`src/design/assert_macros.svh`:
```
// Assertion macros for the filter's RTL files, included by nabf_ctrl.
// No dependencies; include by bare file name.
`ifndef ASSERT_MACROS_SVH
`define ASSERT_MACROS_SVH

// Same-cycle implication, disabled while reset is asserted.
`define ASSERT_IMPL(label, clk, rst_n, pre, post, msg) \
	label: assert property (@(posedge clk) disable iff (!rst_n) (pre) |-> (post)) \
		else $error(msg);

// Next-cycle implication, disabled while reset is asserted.
`define ASSERT_NEXT(label, clk, rst_n, pre, post, msg) \
	label: assert property (@(posedge clk) disable iff (!rst_n) (pre) |=> (post)) \
		else $error(msg);

`endif

```
`src/design/nabf_pkg.sv`:
```
// Shared types and constants of the neighbor average blend filter.
// No dependencies; imported by the controller, the datapath and the top level.
package nabf_pkg;

	localparam int CH_W   = 16;
	localparam int PX_W   = 3 * CH_W;
	localparam int SUM_W  = CH_W + 3;
	localparam int CFG_W  = 11;
	localparam int NB_NUM = 4;

	// Reciprocal of three, scaled by 2**RECIP3_SHIFT; exact for inputs below 2**19.
	localparam int              RECIP3_SHIFT = 19;
	localparam logic [17:0]     RECIP3       = 18'd174763;
	localparam int              PROD_W       = 36;

	localparam logic [CFG_W-1:0] WIDTH_RESET  = 11'd640;
	localparam logic [CFG_W-1:0] HEIGHT_RESET = 11'd480;

	// Configuration register indexes.
	localparam logic REG_FRAME_WIDTH  = 1'b0;
	localparam logic REG_FRAME_HEIGHT = 1'b1;

	// Item modes.
	localparam logic MODE_PIXEL = 1'b0;
	localparam logic MODE_FLUSH = 1'b1;

	// Neighbor slots.
	localparam int NB_UP    = 0;
	localparam int NB_DOWN  = 1;
	localparam int NB_LEFT  = 2;
	localparam int NB_RIGHT = 3;

	typedef struct packed {
		logic              load_px;
		logic              write_cur;
		logic              cap_left;
		logic              cap_ctr;
		logic              cap_sum;
		logic              load_out;
		logic              rotate;
		logic [NB_NUM-1:0] have;
		logic              eof;
	} nabf_cmd_t;

endpackage

```
`src/design/nabf_ctrl.sv`:
```
// Controller of the filter: configuration, position counters, flush state and sequencer.
// Depends on nabf_pkg and assert_macros.svh; commands nabf_dp through nabf_cmd_t.
`include "assert_macros.svh"

module nabf_ctrl #(
	parameter int MAX_WIDTH  = 1024,
	parameter int MAX_HEIGHT = 1024,
	parameter int COL_W      = $clog2(MAX_WIDTH)
) (
	input  logic                          clk,
	input  logic                          arst_n,
	input  logic                          cfg_we,
	input  logic                          cfg_index,
	input  logic [nabf_pkg::CFG_W-1:0]    cfg_data,
	input  logic                          in_valid,
	output logic                          in_stall,
	input  logic                          mode,
	output logic                          out_valid,
	input  logic                          out_stall,
	output nabf_pkg::nabf_cmd_t           cmd,
	output logic [COL_W-1:0]              waddr,
	output logic [COL_W-1:0]              raddr
);
	import nabf_pkg::*;

	localparam int ROW_W = (MAX_HEIGHT > 1) ? $clog2(MAX_HEIGHT) : 1;
	localparam int WU_W  = $clog2(MAX_WIDTH + 1);
	localparam int HU_W  = $clog2(MAX_HEIGHT + 1);

	typedef enum logic [2:0] {
		S_IDLE,
		S_RD_L,
		S_RD_C,
		S_RD_R,
		S_SUM,
		S_DIV
	} state_t;

	state_t           state_q;
	logic [CFG_W-1:0] frame_width_q, frame_height_q;
	logic [WU_W-1:0]  used_w;
	logic [HU_W-1:0]  used_h;
	logic [COL_W-1:0] col_q;
	logic [ROW_W-1:0] row_q;
	logic             flush_pending_q, flush_q, gen_q, out_valid_q;
	logic             in_acc, row_end, last_row, out_free, leave;

	always_ff @(posedge clk or negedge arst_n) begin
		if (!arst_n) begin
			frame_width_q  <= WIDTH_RESET;
			frame_height_q <= HEIGHT_RESET;
		end else if (cfg_we) begin
			case (cfg_index)
				REG_FRAME_WIDTH:  frame_width_q  <= cfg_data;
				REG_FRAME_HEIGHT: frame_height_q <= cfg_data;
				default: ;
			endcase
		end
	end

	always_comb begin
		if (frame_width_q < CFG_W'(2)) begin
			used_w = WU_W'(2);
		end else if (int'(frame_width_q) > MAX_WIDTH) begin
			used_w = WU_W'(MAX_WIDTH);
		end else begin
			used_w = WU_W'(frame_width_q);
		end
		if (frame_height_q < CFG_W'(1)) begin
			used_h = HU_W'(1);
		end else if (int'(frame_height_q) > MAX_HEIGHT) begin
			used_h = HU_W'(MAX_HEIGHT);
		end else begin
			used_h = HU_W'(frame_height_q);
		end
	end

	assign row_end  = (int'(col_q) + 1) >= int'(used_w);
	assign last_row = (int'(row_q) + 1) >= int'(used_h);
	assign in_stall = (state_q != S_IDLE);
	assign in_acc   = in_valid && !in_stall;
	assign out_free = !out_valid_q || !out_stall;
	assign leave    = (state_q == S_DIV) && (!gen_q || out_free);
	assign out_valid = out_valid_q;

	always_ff @(posedge clk or negedge arst_n) begin
		if (!arst_n) begin
			state_q         <= S_IDLE;
			col_q           <= '0;
			row_q           <= '0;
			flush_pending_q <= 1'b0;
			flush_q         <= 1'b0;
			gen_q           <= 1'b0;
			out_valid_q     <= 1'b0;
		end else begin
			if (cmd.load_out) begin
				out_valid_q <= 1'b1;
			end else if (!out_stall) begin
				out_valid_q <= 1'b0;
			end
			case (state_q)
				S_IDLE: begin
					if (in_acc) begin
						if (mode == MODE_FLUSH) begin
							if (flush_pending_q) begin
								flush_q <= 1'b1;
								gen_q   <= 1'b1;
								state_q <= S_RD_L;
							end
						end else if (!flush_pending_q) begin
							flush_q <= 1'b0;
							gen_q   <= (row_q != '0);
							state_q <= S_RD_L;
						end
					end
				end
				S_RD_L: state_q <= S_RD_C;
				S_RD_C: state_q <= S_RD_R;
				S_RD_R: state_q <= S_SUM;
				S_SUM:  state_q <= S_DIV;
				S_DIV: begin
					if (leave) begin
						state_q <= S_IDLE;
						if (!row_end) begin
							col_q <= col_q + COL_W'(1);
						end else begin
							col_q <= '0;
							if (flush_q) begin
								flush_pending_q <= 1'b0;
								row_q           <= '0;
							end else if (last_row) begin
								flush_pending_q <= 1'b1;
							end else begin
								row_q <= row_q + ROW_W'(1);
							end
						end
					end
				end
				default: state_q <= S_IDLE;
			endcase
		end
	end

	always_comb begin
		cmd                = '0;
		cmd.load_px        = in_acc;
		cmd.write_cur      = (state_q == S_RD_L) && !flush_q;
		cmd.cap_left       = (state_q == S_RD_C);
		cmd.cap_ctr        = (state_q == S_RD_R);
		cmd.cap_sum        = (state_q == S_SUM);
		cmd.load_out       = (state_q == S_DIV) && gen_q && out_free;
		cmd.rotate         = leave && !flush_q && row_end;
		cmd.have[NB_UP]    = flush_q ? (row_q != '0) : (int'(row_q) >= 2);
		cmd.have[NB_DOWN]  = !flush_q;
		cmd.have[NB_LEFT]  = (col_q != '0);
		cmd.have[NB_RIGHT] = !row_end;
		cmd.eof            = flush_q && row_end;
	end

	assign waddr = col_q;

	always_comb begin
		case (state_q)
			S_RD_L:  raddr = col_q - COL_W'(1);
			S_RD_R:  raddr = col_q + COL_W'(1);
			default: raddr = col_q;
		endcase
	end

	`ASSERT_NEXT(a_drop_stays_idle, clk, arst_n, (state_q == S_IDLE) && in_valid && (mode == MODE_PIXEL) && flush_pending_q, state_q == S_IDLE, "pixel during flush was not dropped")
	`ASSERT_NEXT(a_rotate_col_zero, clk, arst_n, cmd.rotate, col_q == '0, "row end did not restart the column")
	`ASSERT_NEXT(a_eof_ends_flush, clk, arst_n, cmd.load_out && cmd.eof, !flush_pending_q && (row_q == '0), "frame end left flush state behind")
	`ASSERT_IMPL(a_result_from_div, clk, arst_n, $rose(out_valid_q), $past(state_q == S_DIV), "result appeared outside the divide step")

endmodule

```
`config.mk`:
```
export PLATFORM = sky130hd
export DESIGN_NAME = nabf_ctrl
export DESIGN_NICKNAME = d
export VERILOG_FILES = /design/src/design/nabf_pkg.sv /design/src/design/nabf_ctrl.sv
export VERILOG_INCLUDE_DIRS = /design/src /design/src/design
export SDC_FILE = /design/constraint.sdc
export NUM_CORES = 1
export LEC_CHECK = 0
export ABC_CLOCK_PERIOD_IN_PS = 6100
export BUFFER_PORTS_ARGS = -buffer_cell sky130_fd_sc_hd__buf_2
export CORE_UTILIZATION = 48
export CTS_CLUSTER_DIAMETER = 40
export CTS_CLUSTER_SIZE = 14
export DETAILED_ROUTE_END_ITERATION = 7
export GPL_ROUTABILITY_DRIVEN = 0
export GPL_TIMING_DRIVEN = 1
export PLACE_DENSITY = 0.69
export SETUP_SLACK_MARGIN = 0.4
export SKIP_CTS_REPAIR_TIMING = 1
export SLEW_MARGIN = 10
export SYNTH_ARGS = -nofsm -noshare
export SYNTH_HDL_FRONTEND = slang
export SYNTH_SLANG_ARGS = --single-unit
```
`constraint.sdc`:
```
create_clock -name clk -period 6.1 [get_ports clk]
set_input_delay 0.305 -clock clk [delete_from_list [all_inputs] [get_ports clk]]
set_output_delay 0.305 -clock clk [all_outputs]
set_load 0.005 [all_outputs]
```
==> results summary <==
The total die area is 7470 sq um. The worst-margin pin slew is 1.04 ns. The area of the placeable core is 6830 sq um. No sink is reached through more buffers than the 2 on the longest clock path. The count of final max-slew check failures is 0. The number of search-and-repair iterations in the first detailed-routing pass is 4. The period utilization came out at 0.581. The post-detailed-route DRC marker count came out at 0. The number of diodes added for antenna fixing is 0. The proportion of power drawn by flip-flops and latches came out at 0.254. Data on the critical path is required at its endpoint by 5.79 ns. The tree is rooted in a sky130_fd_sc_hd__clkbuf_8. Of the cells placed in the final design, the portion with a size suffix greater than 1 is 0.219.

Counting every net in the synthesized netlist gives 429. The post-route worst hold slack is -0.000576 ns. The post-route antenna net violation count is 0. The prevailing post-synth register cell is sky130_fd_sc_hd__dfrtp_1.

The total negative setup slack came out at 0 ns. In the final layout, flip-flops and latches occupy 1230 sq um. The post-layout net count came out at 467. The run finished, with violations left. The hold violation count in the final report is 2. After clock tree synthesis, the clock-pin slew on the worst setup and hold paths is 0.09 ns.

The worst setup path is captured at a primary output. The headroom to the max-slew limit came out at 0.302. The worst setup path is launched from a flop. The number of antenna violations at the first check in global routing is 0.

Wires add up to 7290 um. The fraction of power consumed by combinational cells came out at 0.652. The area added between synthesis and finish is 11.2%.

Using the TritonRoute via totals, the vias-per-cell ratio works out to 5.47. The post-synthesis async set-or-reset flop share came out at 1.00. Setup violations remaining at the end of the flow were counted as 0. The detailed router's first-iteration violation count came out at 141. A synthesized cell averages 8.96 sq um. The total area of multi-input combinational cells came out at 2030 sq um. TritonCTS built the clock tree. Global routing finished with a remaining overflow of 0. The worst-case IR drop observed on VDD is 0.345 mV. The largest net degree at the start of global routing is 50.

52 I/O pins were placed. The leakage dissipation came out at 1.83 nW. The wire length of the first global-routing pass is 12100 um.

From bottom edge to top edge, the die measures 86.4 um. The proportion of total power due to net switching is 0.479. The number of distinct library cells after synthesis is 47. The number of max-cap violations is 0. The largest fanout on the critical path came out at 12. The average wire per standard cell came out at 14.1 um. The utilization of the core after routing came out at 0.557. The proportion of netlist area held by the largest area contributor is 0.314. The total vias in the final route came out at 2826.

The gate count of the mapped netlist came out at 382. The port buffer count is 51. Yosys printed 0 warnings.

The total CTS buffers is 5. After filler insertion, the fill cell instance count of the layout stands at 659. Synthesis inferred 49 register bits. Dividing total power by cell area gives a power density of 567 nW/um^2.

In the layout the commonest cells are 50 x sky130_fd_sc_hd__nand2_1, 50 x sky130_fd_sc_hd__buf_2, 43 x sky130_fd_sc_hd__dfrtp_1. Setup repair after global routing left no endpoint under its margin. The number of cells traversed by the worst register-to-register path came out at 10. By area the synthesized netlist is led by sky130_fd_sc_hd__dfrtp_1 31%, sky130_fd_sc_hd__ha_1 11%, sky130_fd_sc_hd__mux2_2 6.6%, sky130_fd_sc_hd__nand2_1 5.5%, sky130_fd_sc_hd__dfstp_2 4.6%. From left edge to right edge, the die measures 86.4 um. For the worst-skew pair, the clock arrives at the later sink with an insertion delay of 0.30 ns. The placed wire-length estimate is 5520 um. The portion of total power attributed to the clock network came out at 0.094. In this run the power spent charging and discharging nets is 1.03 mW. The row count came out at 30. The number of synthesized flops with an enable pin is 0. Derived from the worst setup path, the maximum achievable clock frequency is 0.282 GHz.

The post-synthesis sequential area ratio is 0.361. For the worst setup path, the data arrival time is 3.24 ns. For this run, the total global-route usage over all layers was measured as 0.206.

The worst clock skew is 0.00767 ns. The post-layout minimum cycle time is 3.54 ns. The H-tree level count came out at 2. The critical path in this run is classified as flop to primary output. The initial standard-cell utilization of the core is 0.501.

The internal power contribution is 1.12 mW. The post-synthesis instance area is 3420 sq um. The dominant cell type by area after synthesis is sky130_fd_sc_hd__dfrtp_1.

The checks that failed: negative hold slack. The via count of the first global-routing pass came to 2669. The min-delay analysis places its worst path in the category input pin to async pin.

The tree built by TritonCTS fans out to 49 sinks.
-- sequential cells by signal, indices dropped and copies added, names as in the netlist --
name	cells
frame_height_q	11
frame_width_q	11
row_q	10
waddr	10
state_q	3
flush_pending_q	1
flush_q	1
gen_q	1
out_valid	1
-- worst paths after layout --
kind                               from           endpoint  slack [ns]
max reg2reg                    waddr[0]           row_q[1]        2.61
max in group asynchronous        arst_n  frame_height_q[2]        5.68
min in group clk           cfg_data[10]  frame_width_q[10]        0.22
max                            waddr[0]             cmd[5]        2.56
min reg2reg                       gen_q              gen_q        0.51
min                              arst_n           row_q[9]     -0.0006
-- critical path, stage by stage (launching register included) --
cell and delay, ns:
sky130_fd_sc_hd__dfrtp_1 0.52, sky130_fd_sc_hd__ha_1 0.24, sky130_fd_sc_hd__nand3_1 0.20, sky130_fd_sc_hd__nor2_1 0.26
sky130_fd_sc_hd__xor2_1 0.14, sky130_fd_sc_hd__ha_1 0.34, sky130_fd_sc_hd__nand4_1 0.10, sky130_fd_sc_hd__o311a_1 0.41
sky130_fd_sc_hd__o31a_1 0.46, sky130_fd_sc_hd__nor2_1 0.13, sky130_fd_sc_hd__buf_2 0.12
-- cells by family after synthesis --
logic type / Yosys count / synth area share
buffers and inverters: 39 / 0.0472
xor gates and xnor gates: 25 / 0.0640
AOI/OAI and AO/OA: 76 / 0.157
and+or+nand+nor: 143 / 0.197
DFF: 49 / 0.361
adders and majority gates: 29 / 0.106
muxes: 21 / 0.0687
-- cells in the mapped netlist (all sizes together) (7+ instances only) --
master / count
nand2: 50
dfrtp: 43
ha: 29
nor2: 27
mux2: 20
nand3: 18
o21ai: 18
inv: 17
clkbuf: 14
o211ai: 14
xnor2: 14
a21oi: 13
or3: 12
xor2: 11
nor3: 9
a22o: 7
-- power by group through the flow --
stage                     Clock [mW]  Combinational, mW  Sequential, mW
after floorplan                    0               1.16           0.485
after global placement             0               1.37           0.549
after detailed placement           0               1.39           0.554
after CTS                      0.206               1.40           0.547
after global routing           0.219               1.63           0.564
final                          0.202               1.41           0.548
-- metal layers --
layer  vias up  routed length, um  GRT usage
met4         0                 44     0.0545
met3         4                257     0.0305
li1       1429                  -          -
met5         -                  0          0
met2        53               3350      0.334
met1      1340               3640      0.289
-- layout make-up --
| class | instances | share of cell area |
|---|---|---|
| multi-input cells | 294 | 0.533 |
| flip-flops and latches | 49 | 0.324 |
| repair buffers | 51 | 0.0678 |
| well taps | 96 | 0.0316 |
| clock buffers | 7 | 0.0227 |
| inverters | 19 | 0.0187 |
| clock inverters | 1 | 0.00197 |
-- metrics by stage --
| step | setup slack (ns) | cells | instance area [sq um] | hold slack [ns] | total power, mW |
|---|---|---|---|---|---|
| after CTS | 2.55 | 517 | 3800 | 0.220 | 2.16 |
| after floorplan | 3.23 | 382 | 3420 | 0.00941 | 1.65 |
| after global routing | 2.30 | 517 | 3800 | 0.0657 | 2.41 |
| after detailed placement | 2.64 | 509 | 3710 | 0.501 | 1.95 |
| final | 2.56 | 517 | 3800 | -0.000576 | 2.15 |
| after global placement | 2.66 | 509 | 3710 | 0.494 | 1.92 |
No activity file was read; power rests on OpenSTA's default activity.
